[src/design/optical_motion_accumulator_top_assert.svh]
// ---------------------------------------------------------------------------
// optical motion accumulator assertion macros
// concurrent checks clocked on clk, disabled while arst_n is low
// ---------------------------------------------------------------------------
`ifndef OPTICAL_MOTION_ACCUMULATOR_TOP_ASSERT_SVH
`define OPTICAL_MOTION_ACCUMULATOR_TOP_ASSERT_SVH

`ifndef SYNTH

// property must hold at every clock edge out of reset
`define OMA_ASSERT(lbl, prop, msg) \
	lbl: assert property (@(posedge clk) disable iff (!arst_n) (prop)) else $error(msg);

// condition must never be seen at a clock edge out of reset
`define OMA_ASSERT_NEVER(lbl, cond, msg) \
	lbl: assert property (@(posedge clk) disable iff (!arst_n) !(cond)) else $error(msg);

`else

`define OMA_ASSERT(lbl, prop, msg)
`define OMA_ASSERT_NEVER(lbl, cond, msg)

`endif

`endif

[src/design/oma_pkg.sv]
// ---------------------------------------------------------------------------
// oma_pkg
// shared types and constants of the optical motion accumulator
// ---------------------------------------------------------------------------
`default_nettype none

package oma_pkg;

	// word function codes
	localparam logic FUNC_ACC    = 1'b0;
	localparam logic FUNC_REPORT = 1'b1;

	// field and state widths
	localparam int DELTA_W = 8;
	localparam int QUAL_W  = 8;
	localparam int SUM_W   = 16;
	localparam int QSUM_W  = 24;
	localparam int CNT_W   = 16;
	localparam int MEAN_W  = 8;

	// queue depth between front and back
	localparam int QueueDepth = 2;

	// one quotient bit per divider step
	localparam int DivSteps = QSUM_W;

	// classified word carried from front to back
	typedef struct packed {
		logic                      report;
		logic signed [DELTA_W-1:0] dx;
		logic signed [DELTA_W-1:0] dy;
		logic [QUAL_W-1:0]         qual;
	} word_t;

	// queue status
	typedef struct packed {
		logic valid;
		logic full;
	} q_stat_t;

	// divider request
	typedef struct packed {
		logic              start;
		logic [QSUM_W-1:0] dividend;
		logic [CNT_W-1:0]  divisor;
	} div_req_t;

	// divider response
	typedef struct packed {
		logic              busy;
		logic              done;
		logic [MEAN_W-1:0] quotient;
	} div_rsp_t;

endpackage

`default_nettype wire

[src/design/oma_front.sv]
// ---------------------------------------------------------------------------
// oma_front
// input stage: registers each word, classifies it and pushes it to the queue
// ---------------------------------------------------------------------------
`default_nettype none

module oma_front
	import oma_pkg::*;
(
	input  wire logic                      clk,
	input  wire logic                      arst_n,
	input  wire logic                      in_valid,
	output logic                           in_stall,
	input  wire logic                      func,
	input  wire logic signed [DELTA_W-1:0] delta_x,
	input  wire logic signed [DELTA_W-1:0] delta_y,
	input  wire logic [QUAL_W-1:0]         surface_quality,
	input  wire q_stat_t                   q_stat,
	output logic                           q_push,
	output word_t                          q_word
);

	logic  valid_s1;
	word_t word_s1;
	logic  accept;

	// push whenever the queue has room; take a new word when the stage frees
	assign q_push   = valid_s1 && !q_stat.full;
	assign in_stall = valid_s1 && q_stat.full;
	assign accept   = in_valid && !in_stall;
	assign q_word   = word_s1;

	// stage valid
	always_ff @(posedge clk or negedge arst_n) begin
		if (!arst_n) begin
			valid_s1 <= 1'b0;
		end else if (accept) begin
			valid_s1 <= 1'b1;
		end else if (q_push) begin
			valid_s1 <= 1'b0;
		end
	end

	// stage payload with function decode
	always_ff @(posedge clk) begin
		if (accept) begin
			word_s1.report <= (func == FUNC_REPORT);
			word_s1.dx     <= delta_x;
			word_s1.dy     <= delta_y;
			word_s1.qual   <= surface_quality;
		end
	end

endmodule

`default_nettype wire

[src/design/oma_queue.sv]
// ---------------------------------------------------------------------------
// oma_queue
// short first-in first-out queue of words between front and back
// ---------------------------------------------------------------------------
`default_nettype none

module oma_queue
	import oma_pkg::*;
#(
	parameter int DEPTH = QueueDepth
) (
	input  wire logic  clk,
	input  wire logic  arst_n,
	input  wire logic  push,
	input  wire word_t push_word,
	input  wire logic  pop,
	output word_t      pop_word,
	output q_stat_t    stat
);

	localparam int PTR_W = (DEPTH > 1) ? $clog2(DEPTH) : 1;
	localparam int CNT_W = $clog2(DEPTH + 1);
	localparam logic [PTR_W-1:0] LAST_PTR = PTR_W'(DEPTH - 1);
	localparam logic [CNT_W-1:0] FULL_CNT = CNT_W'(DEPTH);

	word_t            entry_q [DEPTH];
	logic [PTR_W-1:0] wr_ptr_q;
	logic [PTR_W-1:0] rd_ptr_q;
	logic [CNT_W-1:0] count_q;

	assign stat.valid = (count_q != '0);
	assign stat.full  = (count_q == FULL_CNT);
	assign pop_word   = entry_q[rd_ptr_q];

	// pointers and fill count
	always_ff @(posedge clk or negedge arst_n) begin
		if (!arst_n) begin
			wr_ptr_q <= '0;
			rd_ptr_q <= '0;
			count_q  <= '0;
		end else begin
			if (push) begin
				wr_ptr_q <= (wr_ptr_q == LAST_PTR) ? '0 : wr_ptr_q + 1'b1;
			end
			if (pop) begin
				rd_ptr_q <= (rd_ptr_q == LAST_PTR) ? '0 : rd_ptr_q + 1'b1;
			end
			if (push && !pop) begin
				count_q <= count_q + 1'b1;
			end else if (pop && !push) begin
				count_q <= count_q - 1'b1;
			end
		end
	end

	// entry storage
	always_ff @(posedge clk) begin
		if (push) begin
			entry_q[wr_ptr_q] <= push_word;
		end
	end

endmodule

`default_nettype wire

[src/design/oma_div.sv]
// ---------------------------------------------------------------------------
// oma_div
// restoring divider, one quotient bit per cycle, quotient clamped to 8 bits
// ---------------------------------------------------------------------------
`default_nettype none

module oma_div
	import oma_pkg::*;
(
	input  wire logic     clk,
	input  wire logic     arst_n,
	input  wire div_req_t req,
	output div_rsp_t      rsp
);

	localparam int STEP_W = $clog2(DivSteps);
	localparam logic [STEP_W-1:0] LAST_STEP = STEP_W'(DivSteps - 1);

	logic                busy_q;
	logic                done_q;
	logic [STEP_W-1:0]   step_q;
	logic [QSUM_W-1:0]   dvd_q;
	logic [QSUM_W-1:0]   quo_q;
	logic [CNT_W:0]      rem_q;
	logic [CNT_W-1:0]    dvs_q;
	logic [CNT_W:0]      trial;
	logic                fits;

	// one restoring step
	always_comb begin
		trial = {rem_q[CNT_W-1:0], dvd_q[QSUM_W-1]};
		fits  = (trial >= {1'b0, dvs_q});
	end

	// step control
	always_ff @(posedge clk or negedge arst_n) begin
		if (!arst_n) begin
			busy_q <= 1'b0;
			done_q <= 1'b0;
			step_q <= '0;
		end else begin
			done_q <= 1'b0;
			if (req.start) begin
				busy_q <= 1'b1;
				step_q <= '0;
			end else if (busy_q) begin
				step_q <= step_q + 1'b1;
				if (step_q == LAST_STEP) begin
					busy_q <= 1'b0;
					done_q <= 1'b1;
				end
			end
		end
	end

	// datapath
	always_ff @(posedge clk) begin
		if (req.start) begin
			dvd_q <= req.dividend;
			dvs_q <= req.divisor;
			rem_q <= '0;
			quo_q <= '0;
		end else if (busy_q) begin
			dvd_q <= {dvd_q[QSUM_W-2:0], 1'b0};
			rem_q <= fits ? (trial - {1'b0, dvs_q}) : trial;
			quo_q <= {quo_q[QSUM_W-2:0], fits};
		end
	end

	// clamp quotient to the mean range
	assign rsp.busy     = busy_q;
	assign rsp.done     = done_q;
	assign rsp.quotient = (|quo_q[QSUM_W-1:MEAN_W]) ? '1 : quo_q[MEAN_W-1:0];

endmodule

`default_nettype wire

[src/design/oma_back.sv]
// ---------------------------------------------------------------------------
// oma_back
// executes queued words: saturating sums, report snapshot, output register
// ---------------------------------------------------------------------------
`default_nettype none

module oma_back
	import oma_pkg::*;
(
	input  wire logic                     clk,
	input  wire logic                     arst_n,
	input  wire q_stat_t                  q_stat,
	input  wire word_t                    q_word,
	output logic                          q_pop,
	output div_req_t                      div_req,
	input  wire div_rsp_t                 div_rsp,
	output logic                          out_valid,
	input  wire logic                     out_stall,
	output logic signed [SUM_W-1:0]       sum_x,
	output logic signed [SUM_W-1:0]       sum_y,
	output logic [MEAN_W-1:0]             mean_quality
);

	logic signed [SUM_W-1:0] acc_x_q;
	logic signed [SUM_W-1:0] acc_y_q;
	logic [QSUM_W-1:0]       qsum_q;
	logic [CNT_W-1:0]        cnt_q;
	logic signed [SUM_W-1:0] snap_x_q;
	logic signed [SUM_W-1:0] snap_y_q;
	logic [MEAN_W-1:0]       mean_q;
	logic                    pend_q;
	logic                    mean_rdy_q;
	logic                    out_valid_q;
	logic signed [SUM_W-1:0] sum_x_q;
	logic signed [SUM_W-1:0] sum_y_q;
	logic [MEAN_W-1:0]       mean_out_q;

	logic signed [SUM_W:0]   raw_x;
	logic signed [SUM_W:0]   raw_y;
	logic signed [SUM_W-1:0] next_x;
	logic signed [SUM_W-1:0] next_y;
	logic [QSUM_W:0]         raw_q;
	logic [QSUM_W-1:0]       next_q;
	logic                    moving;
	logic                    do_acc;
	logic                    do_rep;
	logic                    load;

	// a report waits until the previous one has reached the output register
	assign q_pop  = q_stat.valid && (!q_word.report || !pend_q);
	assign do_acc = q_pop && !q_word.report;
	assign do_rep = q_pop && q_word.report;
	assign load   = pend_q && mean_rdy_q && (!out_valid_q || !out_stall);

	// saturating sums
	always_comb begin
		raw_x  = {acc_x_q[SUM_W-1], acc_x_q} + (SUM_W+1)'(q_word.dx);
		raw_y  = {acc_y_q[SUM_W-1], acc_y_q} + (SUM_W+1)'(q_word.dy);
		next_x = (raw_x[SUM_W] != raw_x[SUM_W-1]) ?
			{raw_x[SUM_W], {(SUM_W-1){~raw_x[SUM_W]}}} : raw_x[SUM_W-1:0];
		next_y = (raw_y[SUM_W] != raw_y[SUM_W-1]) ?
			{raw_y[SUM_W], {(SUM_W-1){~raw_y[SUM_W]}}} : raw_y[SUM_W-1:0];
		raw_q  = {1'b0, qsum_q} + (QSUM_W+1)'(q_word.qual);
		next_q = raw_q[QSUM_W] ? '1 : raw_q[QSUM_W-1:0];
		moving = (next_x != '0) || (next_y != '0);
	end

	// divider request on a report with a nonzero count
	assign div_req.start    = do_rep && (cnt_q != '0);
	assign div_req.dividend = qsum_q;
	assign div_req.divisor  = cnt_q;

	// accumulator state
	always_ff @(posedge clk or negedge arst_n) begin
		if (!arst_n) begin
			acc_x_q <= '0;
			acc_y_q <= '0;
			qsum_q  <= '0;
			cnt_q   <= '0;
		end else if (do_rep) begin
			acc_x_q <= '0;
			acc_y_q <= '0;
			qsum_q  <= '0;
			cnt_q   <= '0;
		end else if (do_acc) begin
			acc_x_q <= next_x;
			acc_y_q <= next_y;
			qsum_q  <= next_q;
			if (moving && (cnt_q != '1)) begin
				cnt_q <= cnt_q + 1'b1;
			end
		end
	end

	// report tracking
	always_ff @(posedge clk or negedge arst_n) begin
		if (!arst_n) begin
			pend_q     <= 1'b0;
			mean_rdy_q <= 1'b0;
		end else if (do_rep) begin
			pend_q     <= 1'b1;
			mean_rdy_q <= (cnt_q == '0);
		end else if (load) begin
			pend_q     <= 1'b0;
			mean_rdy_q <= 1'b0;
		end else if (div_rsp.done) begin
			mean_rdy_q <= 1'b1;
		end
	end

	// report snapshot and mean
	always_ff @(posedge clk) begin
		if (do_rep) begin
			snap_x_q <= acc_x_q;
			snap_y_q <= acc_y_q;
			mean_q   <= '0;
		end else if (div_rsp.done) begin
			mean_q <= div_rsp.quotient;
		end
	end

	// output valid
	always_ff @(posedge clk or negedge arst_n) begin
		if (!arst_n) begin
			out_valid_q <= 1'b0;
		end else if (load) begin
			out_valid_q <= 1'b1;
		end else if (!out_stall) begin
			out_valid_q <= 1'b0;
		end
	end

	// output payload
	always_ff @(posedge clk) begin
		if (load) begin
			sum_x_q    <= snap_x_q;
			sum_y_q    <= snap_y_q;
			mean_out_q <= mean_q;
		end
	end

	assign out_valid    = out_valid_q;
	assign sum_x        = sum_x_q;
	assign sum_y        = sum_y_q;
	assign mean_quality = mean_out_q;

endmodule

`default_nettype wire

[src/design/optical_motion_accumulator_top.sv]
// ---------------------------------------------------------------------------
// optical_motion_accumulator_top
// Input channel (in_valid / in_stall) takes one word per sensor sample or
// report request: func 0 adds delta_x, delta_y and surface_quality to
// saturating sums, func 1 asks for a report and clears all sums.
// Output channel (out_valid / out_stall) returns one word per report:
// sum_x, sum_y and the truncated mean quality (0 when no moving sample).
// Sample words are absorbed at one per cycle and give no output word,
// unless a report held at the queue head blocks them. A report with a
// nonzero moving count runs a 24-step restoring divider, one quotient bit
// per cycle, before its word is loaded; a zero count skips the divider.
// A report is held at the queue head until the previous one has reached
// the output register, where a finished report waits while out_stall is
// high; the input side keeps taking words until the queue and input stage
// fill. Reset clears all sums, the queue and the output register at once.
// ---------------------------------------------------------------------------
`default_nettype none

module optical_motion_accumulator_top
	import oma_pkg::*;
#(
	parameter int QUEUE_DEPTH = QueueDepth
) (
	input  wire logic                      clk,
	input  wire logic                      arst_n,
	input  wire logic                      in_valid,
	output logic                           in_stall,
	input  wire logic                      func,
	input  wire logic signed [DELTA_W-1:0] delta_x,
	input  wire logic signed [DELTA_W-1:0] delta_y,
	input  wire logic [QUAL_W-1:0]         surface_quality,
	output logic                           out_valid,
	input  wire logic                      out_stall,
	output logic signed [SUM_W-1:0]        sum_x,
	output logic signed [SUM_W-1:0]        sum_y,
	output logic [MEAN_W-1:0]              mean_quality
);

`include "optical_motion_accumulator_top_assert.svh"

	q_stat_t  q_stat;
	logic     q_push;
	logic     q_pop;
	word_t    push_word;
	word_t    pop_word;
	div_req_t div_req;
	div_rsp_t div_rsp;

	// accept and classify
	oma_front u_front (
		.clk             (clk),
		.arst_n          (arst_n),
		.in_valid        (in_valid),
		.in_stall        (in_stall),
		.func            (func),
		.delta_x         (delta_x),
		.delta_y         (delta_y),
		.surface_quality (surface_quality),
		.q_stat          (q_stat),
		.q_push          (q_push),
		.q_word          (push_word)
	);

	// decoupling queue
	oma_queue #(
		.DEPTH (QUEUE_DEPTH)
	) u_queue (
		.clk       (clk),
		.arst_n    (arst_n),
		.push      (q_push),
		.push_word (push_word),
		.pop       (q_pop),
		.pop_word  (pop_word),
		.stat      (q_stat)
	);

	// execute
	oma_back u_back (
		.clk          (clk),
		.arst_n       (arst_n),
		.q_stat       (q_stat),
		.q_word       (pop_word),
		.q_pop        (q_pop),
		.div_req      (div_req),
		.div_rsp      (div_rsp),
		.out_valid    (out_valid),
		.out_stall    (out_stall),
		.sum_x        (sum_x),
		.sum_y        (sum_y),
		.mean_quality (mean_quality)
	);

	// mean divider
	oma_div u_div (
		.clk    (clk),
		.arst_n (arst_n),
		.req    (div_req),
		.rsp    (div_rsp)
	);

	// internal checks
	`OMA_ASSERT_NEVER(a_push_full, q_push && q_stat.full && !q_pop, "push into full queue")
	`OMA_ASSERT(a_pop_valid, q_pop |-> q_stat.valid, "pop from empty queue")
	`OMA_ASSERT(a_div_idle, div_req.start |-> !div_rsp.busy, "divider restarted while busy")
	`OMA_ASSERT(a_div_done, div_rsp.done |-> $past(div_rsp.busy), "divider done without run")

endmodule

`default_nettype wire

[config.mk]
export PLATFORM = sky130hd
export DESIGN_NAME = optical_motion_accumulator_top
export DESIGN_NICKNAME = d
export VERILOG_FILES = /design/src/design/oma_pkg.sv /design/src/design/oma_front.sv /design/src/design/oma_queue.sv /design/src/design/oma_div.sv /design/src/design/oma_back.sv /design/src/design/optical_motion_accumulator_top.sv
export VERILOG_INCLUDE_DIRS = /design/src /design/src/design
export SDC_FILE = /design/constraint.sdc
export NUM_CORES = 1
export LEC_CHECK = 0
export CAP_MARGIN = 10
export CORE_MARGIN = 1
export CORE_UTILIZATION = 50
export DETAILED_ROUTE_END_ITERATION = 8
export DONT_BUFFER_PORTS = 1
export SYNTH_ARGS = -nofsm -noshare
export SYNTH_HDL_FRONTEND = slang
export SYNTH_SLANG_ARGS = --single-unit
[constraint.sdc]
create_clock -name clk -period 10.04 [get_ports clk]
set_clock_uncertainty 0.1 [all_clocks]
set_input_delay 2.51 -clock clk [delete_from_list [all_inputs] [get_ports clk]]
set_output_delay 2.51 -clock clk [all_outputs]
set_load 0.01 [all_outputs]
-- Word level (Yosys, flattened, before mapping)
Memories as Yosys holds them, arrays and structs flattened.
Cells that the tools add are included.
- bits in registers: 272
- bits in latches: 0
- memory bits (writable): 50
- memory bits (read-only): 0
- input port bits: 29
- output and inout bits: 42
- word-level logic and storage cells: 124
- memories kept: 1
- memories (name ; words ; width ; rd ports ; clocked after memory_dff ; wr ports ; line ; source):
    u_queue.entry_q ; 2 ; 25 ; 1 ; 0 ; 1 ; oma_queue.sv:26 ; word_t entry_q [DEPTH];
- add/sub/neg operators: 10
- multiply operators: 0
- div/mod/pow operators: 0
- $lt $le $gt $ge: 1
- equal/unequal tests: 6
- shifts and indexed selects: 0
- muxes and demuxes: 39
- bitwise gates (word level): 2
- reductions and logical operators: 37
- operator list (kind ; number):
    $mux W16 ; 10
    $mux W24 ; 5
    $reduce_bool A16 Y1 ; 3
    $add A16 B8 Y17 ; 2
    $add A24 B8 Y25 ; 1
    $mux W1 ; 19
    $ge A17 B16 Y1 ; 1
    $add A16 B1 Y16 const B ; 1
    $logic_not A16 Y1 ; 1
    $ne A16 B16 Y1 const B ; 1
    $reduce_or A16 Y1 ; 1
    $sub A16 B16 Y16 ; 1
    $reduce_bool A2 Y1 ; 7
    $logic_and A1 B1 Y1 ; 12
    $mux W5 ; 2
    $logic_not A1 Y1 ; 8
    $mux W8 ; 1
    $add A5 B1 Y5 const B ; 1
    $eq A5 B5 Y1 const B ; 1
    $mux W2 ; 2
    $logic_or A1 B1 Y1 ; 3
    $reduce_bool A3 Y1 ; 1
    $add A1 B1 Y1 const B ; 2
    $add A2 B1 Y2 const B ; 1
    other kinds (6) ; 8

-- Logic depth before layout (Yosys ltp)
Gate-level depths: netlist of run 1.
An unclocked memory read counts as a cell.
- depth in word-level cells: 10
- depth in mapped cells: 19
- mapped depth without buffers: 15

-- Modules after synthesis
A second synthesis of run 1 with hierarchy kept.
- cell total of the unflattened synthesis: 1317
- area, all modules: 15780.1 µm²
- by module, submodules not included (module ; instances ; cells each ; area each (µm²) ; seq. area each (µm²)):
    oma_back ; 1 ; 784 ; 8574.5 ; 4199.0
    oma_div ; 1 ; 409 ; 4302.9 ; 2177.1
    oma_queue ; 1 ; 94 ; 2094.5 ; 1601.5
    oma_front ; 1 ; 30 ; 808.3 ; 775.7

-- Least setup slack after synthesis of run 1
Ideal clock, no wire load.
- path type: register to register
- start: register u_queue.rd_ptr_q
- end: register u_back.cnt_q[5]
- library setup time: 0.197 ns
- data arrival time: 4.167 ns
- data required time: 9.743 ns
- setup slack: 5.576 ns
- cell stages (with the launch flop): 18
- path buffers: 3
- period minus slack after synthesis: 4.464 ns
- cells stage by stage: dfrtp_1 > clkbuf_1 > buf_1 > mux2_2 > ha_1 > inv_1 > fa_1 > nand2b_1 > a21o_1 > and2b_1 > xnor2_1 > or4_1 > or4_1 > a2111oi_2 > and3_4 > buf_2 > or3_1 > a21oi_2
- longest elaborated chain between the ends: 9
- elaborated cells on any way between the ends: 22
- those cells by class: 2 x add/sub; 2 x eq/ne; 3 x mux; 2 x bitwise; 12 x reduce/logical; 1 x memory
- ends and longest elaborated chain (element ; line ; source):
    from (decl) ; oma_queue.sv:28 ; logic [PTR_W-1:0] rd_ptr_q;
    from (signal assigned) ; oma_queue.sv:46 ; rd_ptr_q <= (rd_ptr_q == LAST_PTR) ? '0 : rd_ptr_q + 1'b1;
    $mem_v2 Z2 W25 * ; - ;
    $add A16 B8 Y17 (on tied branches) ; oma_back.sv:57, oma_back.sv:58 ;
    $ne A1 B1 Y1, or another cell as far along ; oma_back.sv:59 ; next_x = (raw_x[SUM_W] != raw_x[SUM_W-1]) ?
    $mux W16 (on tied branches) ; oma_back.sv:59, oma_back.sv:61 ;
    $reduce_bool A16 Y1 ; oma_back.sv:65 ; moving = (next_x != '0) || (next_y != '0);
    $logic_or A1 B1 Y1 ; oma_back.sv:65 ;
    $logic_and A1 B1 Y1 ; oma_back.sv:89 ; if (moving && (cnt_q != '1)) begin
    $reduce_bool A2 Y1 (no line) ; - ;
    $reduce_and A2 Y1 (no line) ; - ;
    to (signal assigned) ; oma_back.sv:90 ; cnt_q <= cnt_q + 1'b1;
    to (decl) ; oma_back.sv:27 ; logic [CNT_W-1:0] cnt_q;
Every way passes the cells marked *; elsewhere a longest branch is shown, timed or not.
A chain may end at the register's enable or synchronous reset.

-- Final worst setup path of run 1
- start: register u_queue.rd_ptr_q
- end: register u_back.cnt_q[14]
The elaborated chain is that of the path after synthesis.

==> results.sh, run 1 <==
export IMPL_ir_worst_vdd_v=0.000207
export IMPL_area_growth_syn_to_layout_pct=10.2
export IMPL_hp_class="register to register"
export IMPL_drv_cap=0
export IMPL_via_per_inst=5.66
export IMPL_ys_flop_type="edfxtp_1"
export IMPL_wirelength_mm=29.6
export IMPL_nets=1362
export IMPL_fp_dieW_um=176
export IMPL_setup_tns_ns=0
export IMPL_cts_clk_slew_worst_paths_ns=0.06
export IMPL_synthCells=1272
export IMPL_drc_errors=0
export IMPL_dieArea_um2=30900
export IMPL_io_buffers=0
export IMPL_syn_area_um2=15100
export IMPL_cts_hold_buf=0
export IMPL_rr_worst_depth=13
export IMPL_ys_seq_area_frac=0.580
export IMPL_cp_start_kind="register"
export IMPL_cts_tree="yes"
export IMPL_required_ns=10.36
export IMPL_layout_min_cycle_time_ns=5.36
export IMPL_p_per_area_nw_per_um2=392
export IMPL_whs_path_depth=0
export IMPL_root_buffer="clkbuf_16"
export IMPL_die_h_um=176
export IMPL_post_cts_buffers=0
export IMPL_routedWlPerCell_um=17.5
export IMPL_cts_path_max_buffers=3
export IMPL_synthArstFlopShare=0.270
export IMPL_cts_resized=0
export IMPL_final_cell_mix="edfxtp_1, nor2_1, dfrtp_1"
export IMPL_tightest_slew_ns=1.12
export IMPL_synth_nets=1365
export IMPL_fmax_mhz=186
export IMPL_slew_violations=0
export IMPL_fin_crit_sh=0.534
export IMPL_initial_utilization=0.508
export IMPL_clkPwrFrac=0.194
export IMPL_worstSetupPathType="register to register"
export IMPL_io_pins=71
export IMPL_p_sw_frac=0.399
export IMPL_final_common_cell="edfxtp_1"
export IMPL_syn_mean_instance_area_um2=11.9
export IMPL_cts_inserted_buffers=36
export IMPL_endpoint_kind="register"
export IMPL_yosysUniqueCellTypes=81
export IMPL_dp_hpwl_mm=19.4
export IMPL_critical_path_max_fanout=31
export IMPL_synth_edf_count=187
export IMPL_grt_start_max_net_pins=88
export IMPL_yosysWarnings=0
export IMPL_grt_overflow=0
export IMPL_gp_congestion=0.820
export IMPL_switchingPower_mw=2.60
export IMPL_status="completed"
export IMPL_core_um2=29700
export IMPL_drive_gt1_frac=0.120
export IMPL_p_int_mw=3.93
export IMPL_grt_pass1_wl_mm=48.7
export IMPL_pwr_share_seq=0.347
export IMPL_fillCellCount=2487
export IMPL_n_antenna_cell=0
export IMPL_cts_num_sinks=322
export IMPL_grt_pass1_vias=9165
export IMPL_grt_total_usage=0.198
export IMPL_rsz0062_at_grt="no"
export IMPL_slew_headroom=0.253
export IMPL_vias=9542
export IMPL_leakage_nw=6.79
export IMPL_combPwrFrac=0.459
export IMPL_drt_initial_drc_count=697
export IMPL_rows=63
export IMPL_holdWs_ns=0.315
export IMPL_dr_pass1_iters=7
export IMPL_cts_htree_levels=2
export IMPL_ys_ff_latch=322
export IMPL_clock_latency_ns=0.52
export IMPL_drtAntennaViolNets=0
export IMPL_critPathArrivalTime_ns=5.69
export IMPL_finalHoldViolCount=0
export IMPL_setup_viol=0
export IMPL_antenna_found_initial=0
-- worst paths after layout --
check / slack [ns] / endpoint / startpoint
max: 4.68 / u_back.cnt_q[14]$_DFFE_PN0P_ / u_queue.rd_ptr_q$_DFFE_PN0P_
min: 0.31 / u_back.sum_x[0]$_DFFE_PP_ / u_back.snap_x_q[0]$_DFFE_PP_
max reg2reg: 4.68 / u_back.cnt_q[14]$_DFFE_PN0P_ / u_queue.rd_ptr_q$_DFFE_PN0P_
min reg2reg: 0.31 / u_back.sum_x[0]$_DFFE_PP_ / u_back.snap_x_q[0]$_DFFE_PP_
max in group asynchronous: 8.08 / u_div.busy_q$_DFF_PN0_ / arst_n
min in group asynchronous: 1.59 / u_back.acc_y_q[13]$_DFFE_PN0P_ / arst_n
-- metrics by stage --
step | area [um2] | power, mW | utilization | instances | worst slack, ns
after CTS | 16600 | 6.58 | 0.560 | 1686 | 4.71
after global routing | 16600 | 7.04 | 0.560 | 1687 | 4.36
after global placement | 15500 | 5.24 | 0.521 | 1620 | 4.75
after floorplan | 15100 | 4.54 | - | 1272 | 5.58
final | 16600 | 6.53 | 0.560 | 1687 | 4.68
after detailed placement | 15500 | 5.28 | 0.521 | 1620 | 4.73
-- cell type report --
| class | instances | area [um2] | area share |
|---|---|---|---|
| clock buffers | 48 | 1010 | 0.0606 |
| clock inverters | 18 | 159 | 0.00955 |
| inverters | 56 | 210 | 0.0126 |
| multi-input cells | 845 | 5960 | 0.358 |
| flip-flops and latches | 322 | 8750 | 0.526 |
| well taps | 390 | 488 | 0.0293 |
| repair buffers | 8 | 60.1 | 0.00361 |
-- synthesized netlist by cell type, types with 3 or more instances --
cell type,instances,area (um2)
nor3_1,27,135
o2111a_1,3,33.8
o221a_2,8,90.1
and2_1,8,50.1
or2_2,5,31.3
buf_1,6,22.5
a311oi_1,6,52.6
a31oi_1,7,43.8
a21oi_1,73,365
a21o_1,20,150
dfxtp_1,48,961
or3_1,14,87.6
mux2i_1,34,340
o21ai_0,73,365
dfrtp_1,87,2180
mux2_2,45,507
nor2b_1,10,62.6
o31a_1,3,26.3
fa_1,4,80.1
a211o_1,5,43.8
nand2_1,84,315
nor4_1,12,75.1
o211ai_1,5,37.5
or4_1,8,60.1
clkbuf_1,39,146
o21a_1,11,82.6
nor2_1,98,368
a21boi_0,10,75.1
xnor2_1,29,254
inv_1,55,206
o31ai_1,9,67.6
a21oi_2,7,61.3
a211oi_1,15,113
nand4_1,17,106
nand3_1,17,85.1
o21ai_2,6,52.6
nand2b_1,13,81.3
ha_1,60,751
and3_1,19,119
edfxtp_1,187,5620
a22o_1,17,149
o21ai_1,4,20.0
xor2_1,16,140
-- per-layer routing --
metal	routed length (um)	vias up	global-route usage
li1	-	4748	-
met1	15100	4568	0.297
met2	12500	179	0.286
met3	1360	47	0.0398
met4	590	0	0.0656
met5	0	-	0
-- power by group through the flow --
stage | Combinational (mW) | Clock, mW | Sequential [mW]
5_1_grt | 3.35 | 1.36 | 2.32
3_5_place_dp | 2.98 | 0 | 2.30
3_3_place_gp | 2.95 | 0 | 2.28
4_1_cts | 3.00 | 1.31 | 2.27
6_report | 3.00 | 1.27 | 2.27
2_1_floorplan | 2.36 | 0 | 2.18
-- state kept, by name (all words and copies together) (netlist names), 24 cells and up --
register         count
u_back.qsum_q       24
u_front.q_word      25
u_queue.entry_q     50
u_div.dvd_q         24
u_div.quo_q         24
-- cell families after synthesis --
kind of cell               Yosys count  share of synthesized area
adders and majority gates           66                     0.0563
xor gates and xnor gates            45                     0.0261
DFF                                322                      0.580
muxes                               79                     0.0561
AOI/OAI and AO/OA                  309                      0.142
and+or+nand+nor                    346                      0.112
buffers and inverters              105                     0.0275
-- worst max-delay path: stages (launching register included) --
cell and delay, ns:
dfrtp_1 1.08, mux2_2 0.54, ha_1 0.37, a21o_1 0.19, a21o_1 0.18, a21oi_1 0.28
and3_1 0.40, mux2i_1 0.24, a21o_1 0.43, a211o_1 0.21, nor4_1 0.07, and3_4 0.29
or4b_2 0.68, a21oi_2 0.16
No activity file was read; power rests on OpenSTA's default activity.
==> run 2, diff against run 1 <==
- PLACE_DENSITY: default -> 0.68
- clock period: 10.04 -> 4.45 ns (I/O delays scaled with it)
==> run 2 against run 1 <==
First-iteration DRC count decreased by 0.43%; count of clock-buffer cells in the layout shrank 4; register-to-register slack worse by 4.5 ns; global-route usage is 0.69 points lower; final cell count is 0.95% higher; sequential share of layout area shrank 0.87 points; wire length fell by 0.12%; critical endpoint unchanged; hold slack worse by 0.11 ns; worst setup slack worse by 4.5 ns; fmax rose by 25%; via count is 3.2% higher; non-clock buffer count increased by 17.
==> results.sh, run 2 (synthesis results as in run 1) <==
export IMPL_grt_pass1_wl_mm=47.9
export IMPL_hp_class="primary input to async pin"
export IMPL_final_cell_mix="edfxtp_1, nor2_1, dfrtp_1"
export IMPL_cts_clk_slew_worst_paths_ns=0.07
export IMPL_core_um2=29700
export IMPL_fin_crit_sh=0.962
export IMPL_io_buffers=0
export IMPL_drtAntennaViolNets=0
export IMPL_cp_start_kind="register"
export IMPL_grt_pass1_vias=9499
export IMPL_cp_cell_sequence="buf_6 -> mux2_2 -> ha_2 -> inv_1 -> fa_2 -> nor2b_1 -> o31ai_2 -> a32oi_2 -> a21bo_1 -> buf_4 -> a21oi_1 -> xor2_1 -> nand4_1 -> a2111oi_4 -> buf_4 -> and3_4 -> or4b_2 -> a21oi_2"
export IMPL_root_buffer="clkbuf_16"
export IMPL_wirelength_mm=29.6
export IMPL_routedWlPerCell_um=17.4
export IMPL_via_per_inst=5.78
export IMPL_clock_latency_ns=0.51
export IMPL_final_common_cell="edfxtp_1"
export IMPL_fmax_mhz=233
export IMPL_dp_hpwl_mm=19.3
export IMPL_largest_reg_flops=50
export IMPL_drt_initial_drc_count=694
export IMPL_layout_min_cycle_time_ns=4.28
export IMPL_critPathSlowestCell="or4b_2"
export IMPL_setup_ws_ns=0.167
export IMPL_cts_htree_levels=2
export IMPL_cts_tree="yes"
export IMPL_fillCellCount=2403
export IMPL_critPathArrivalTime_ns=4.61
export IMPL_cts_inserted_buffers=35
export IMPL_endpoint_kind="register"
export IMPL_cts_path_max_buffers=3
export IMPL_fp_dieW_um=176
export IMPL_critical_path_max_fanout=8
export IMPL_drv_cap=0
export IMPL_crit_path_frequent_cell="buf_4"
export IMPL_setup_tns_ns=0
export IMPL_regMostFlops="u_queue.entry_q"
export IMPL_finalHoldViolCount=0
export IMPL_dp_slack_ns=0.140
export IMPL_grt_start_max_net_pins=88
export IMPL_antenna_found_initial=0
export IMPL_slew_violations=0
export IMPL_nets=1381
export IMPL_n_antenna_cell=0
export IMPL_dr_pass1_iters=5
export IMPL_required_ns=4.78
export IMPL_grt_overflow=0
export IMPL_io_pins=71
export IMPL_dieArea_um2=30900
export IMPL_drc_errors=0
export IMPL_grt_total_usage=0.191
export IMPL_setup_viol=0
export IMPL_fin_util=0.569
export IMPL_tightest_slew_ns=1.11
export IMPL_status="completed"
export IMPL_vias=9843
export IMPL_slew_headroom=0.259
export IMPL_rows=63
export IMPL_die_h_um=176
export IMPL_worstSetupPathType="register to register"
export IMPL_initial_utilization=0.508
export IMPL_drive_gt1_frac=0.145
export IMPL_cts_num_sinks=322
export IMPL_gp_congestion=0.866
export IMPL_critPathMaxStageDelay_ns=0.65
export IMPL_area_growth_syn_to_layout_pct=12.1
run 2: cell count changes in the layout (fill, tap and decap cells not counted), sizes merged:
cell      previous run  this run
bufinv               2         6
clkbuf              49        44
buf                  7        25
clkinvlp             1         3
inv                 56        57
and3                20        23
clkinv              15         8
run 2: routing by layer:
| metal | GRT usage | up-vias | part of all wire |
|---|---|---|---|
| met1 | 0.273 | 4779 | 0.49 |
| li1 | - | 4783 | - |
| met2 | 0.297 | 236 | 0.45 |
| met3 | 0.0342 | 45 | 0.049 |
| met4 | 0.0558 | 0 | 0.020 |
| met5 | 0 | - | 0 |
run 2: per-stage QoR:
| step | instances | cell area [um2] | hold WS, ns |
|---|---|---|---|
| after floorplan | 1272 | 15100 | 0.300 |
| after global placement | 1633 | 15600 | 0.303 |
| after detailed placement | 1633 | 15600 | 0.305 |
| after CTS | 1695 | 16700 | 0.180 |
| after global routing | 1703 | 16900 | 0.180 |
| final | 1703 | 16900 | 0.202 |
run 2: final timing paths:
kind | from | end | slack, ns | cells past startpoint
worst min register to register | u_back.snap_y_q[13]$_DFFE_PP_ | u_back.sum_y[13]$_DFFE_PP_ | 0.32 | 0
worst max-delay path | u_queue.rd_ptr_q$_DFFE_PN0P_ | u_back.cnt_q[14]$_DFFE_PN0P_ | 0.17 | 18
max in group asynchronous | arst_n | u_div.busy_q$_DFF_PN0_ | 3.90 | 0
worst min-delay path | arst_n | u_back.acc_y_q[1]$_DFFE_PN0P_ | 0.20 | 0
worst max register to register | u_queue.rd_ptr_q$_DFFE_PN0P_ | u_back.cnt_q[14]$_DFFE_PN0P_ | 0.17 | 18
min in group clk | u_back.snap_y_q[13]$_DFFE_PP_ | u_back.sum_y[13]$_DFFE_PP_ | 0.32 | 0
run 2: repair_timing:
item | 4_1_cts | 5_1_grt
buffers inserted | 0 | 4
hold buffers | 0 | 0
endpoints found under the setup margin | 0 | 21
resized for setup | 0 | 24
run 2: critical path: cells and delay by family, from the launching register on:
kind / cells / cell delay (ns)
and+or+nand+nor: 4 / 1.07
adders and majority gates: 2 / 0.42
DFF: 1 / 0.40
muxes: 1 / 0.34
xor gates and xnor gates: 1 / 0.12
buffers and inverters: 4 / 0.52
AOI/OAI and AO/OA: 6 / 1.25
run 2: area by class of cell:
class / instances / area [um2] / area share
clock inverters: 18 / 253 / 0.0149
clock buffers: 44 / 930 / 0.0549
inverters: 56 / 210 / 0.0124
flip-flops and latches: 322 / 8750 / 0.517
repair buffers: 25 / 189 / 0.0112
well taps: 390 / 488 / 0.0288
multi-input cells: 848 / 6100 / 0.360
Power of run 2 is left out: the tool's default activity adds up to more than one toggle a clock period on the data nets, which glitch-free logic cannot reach.
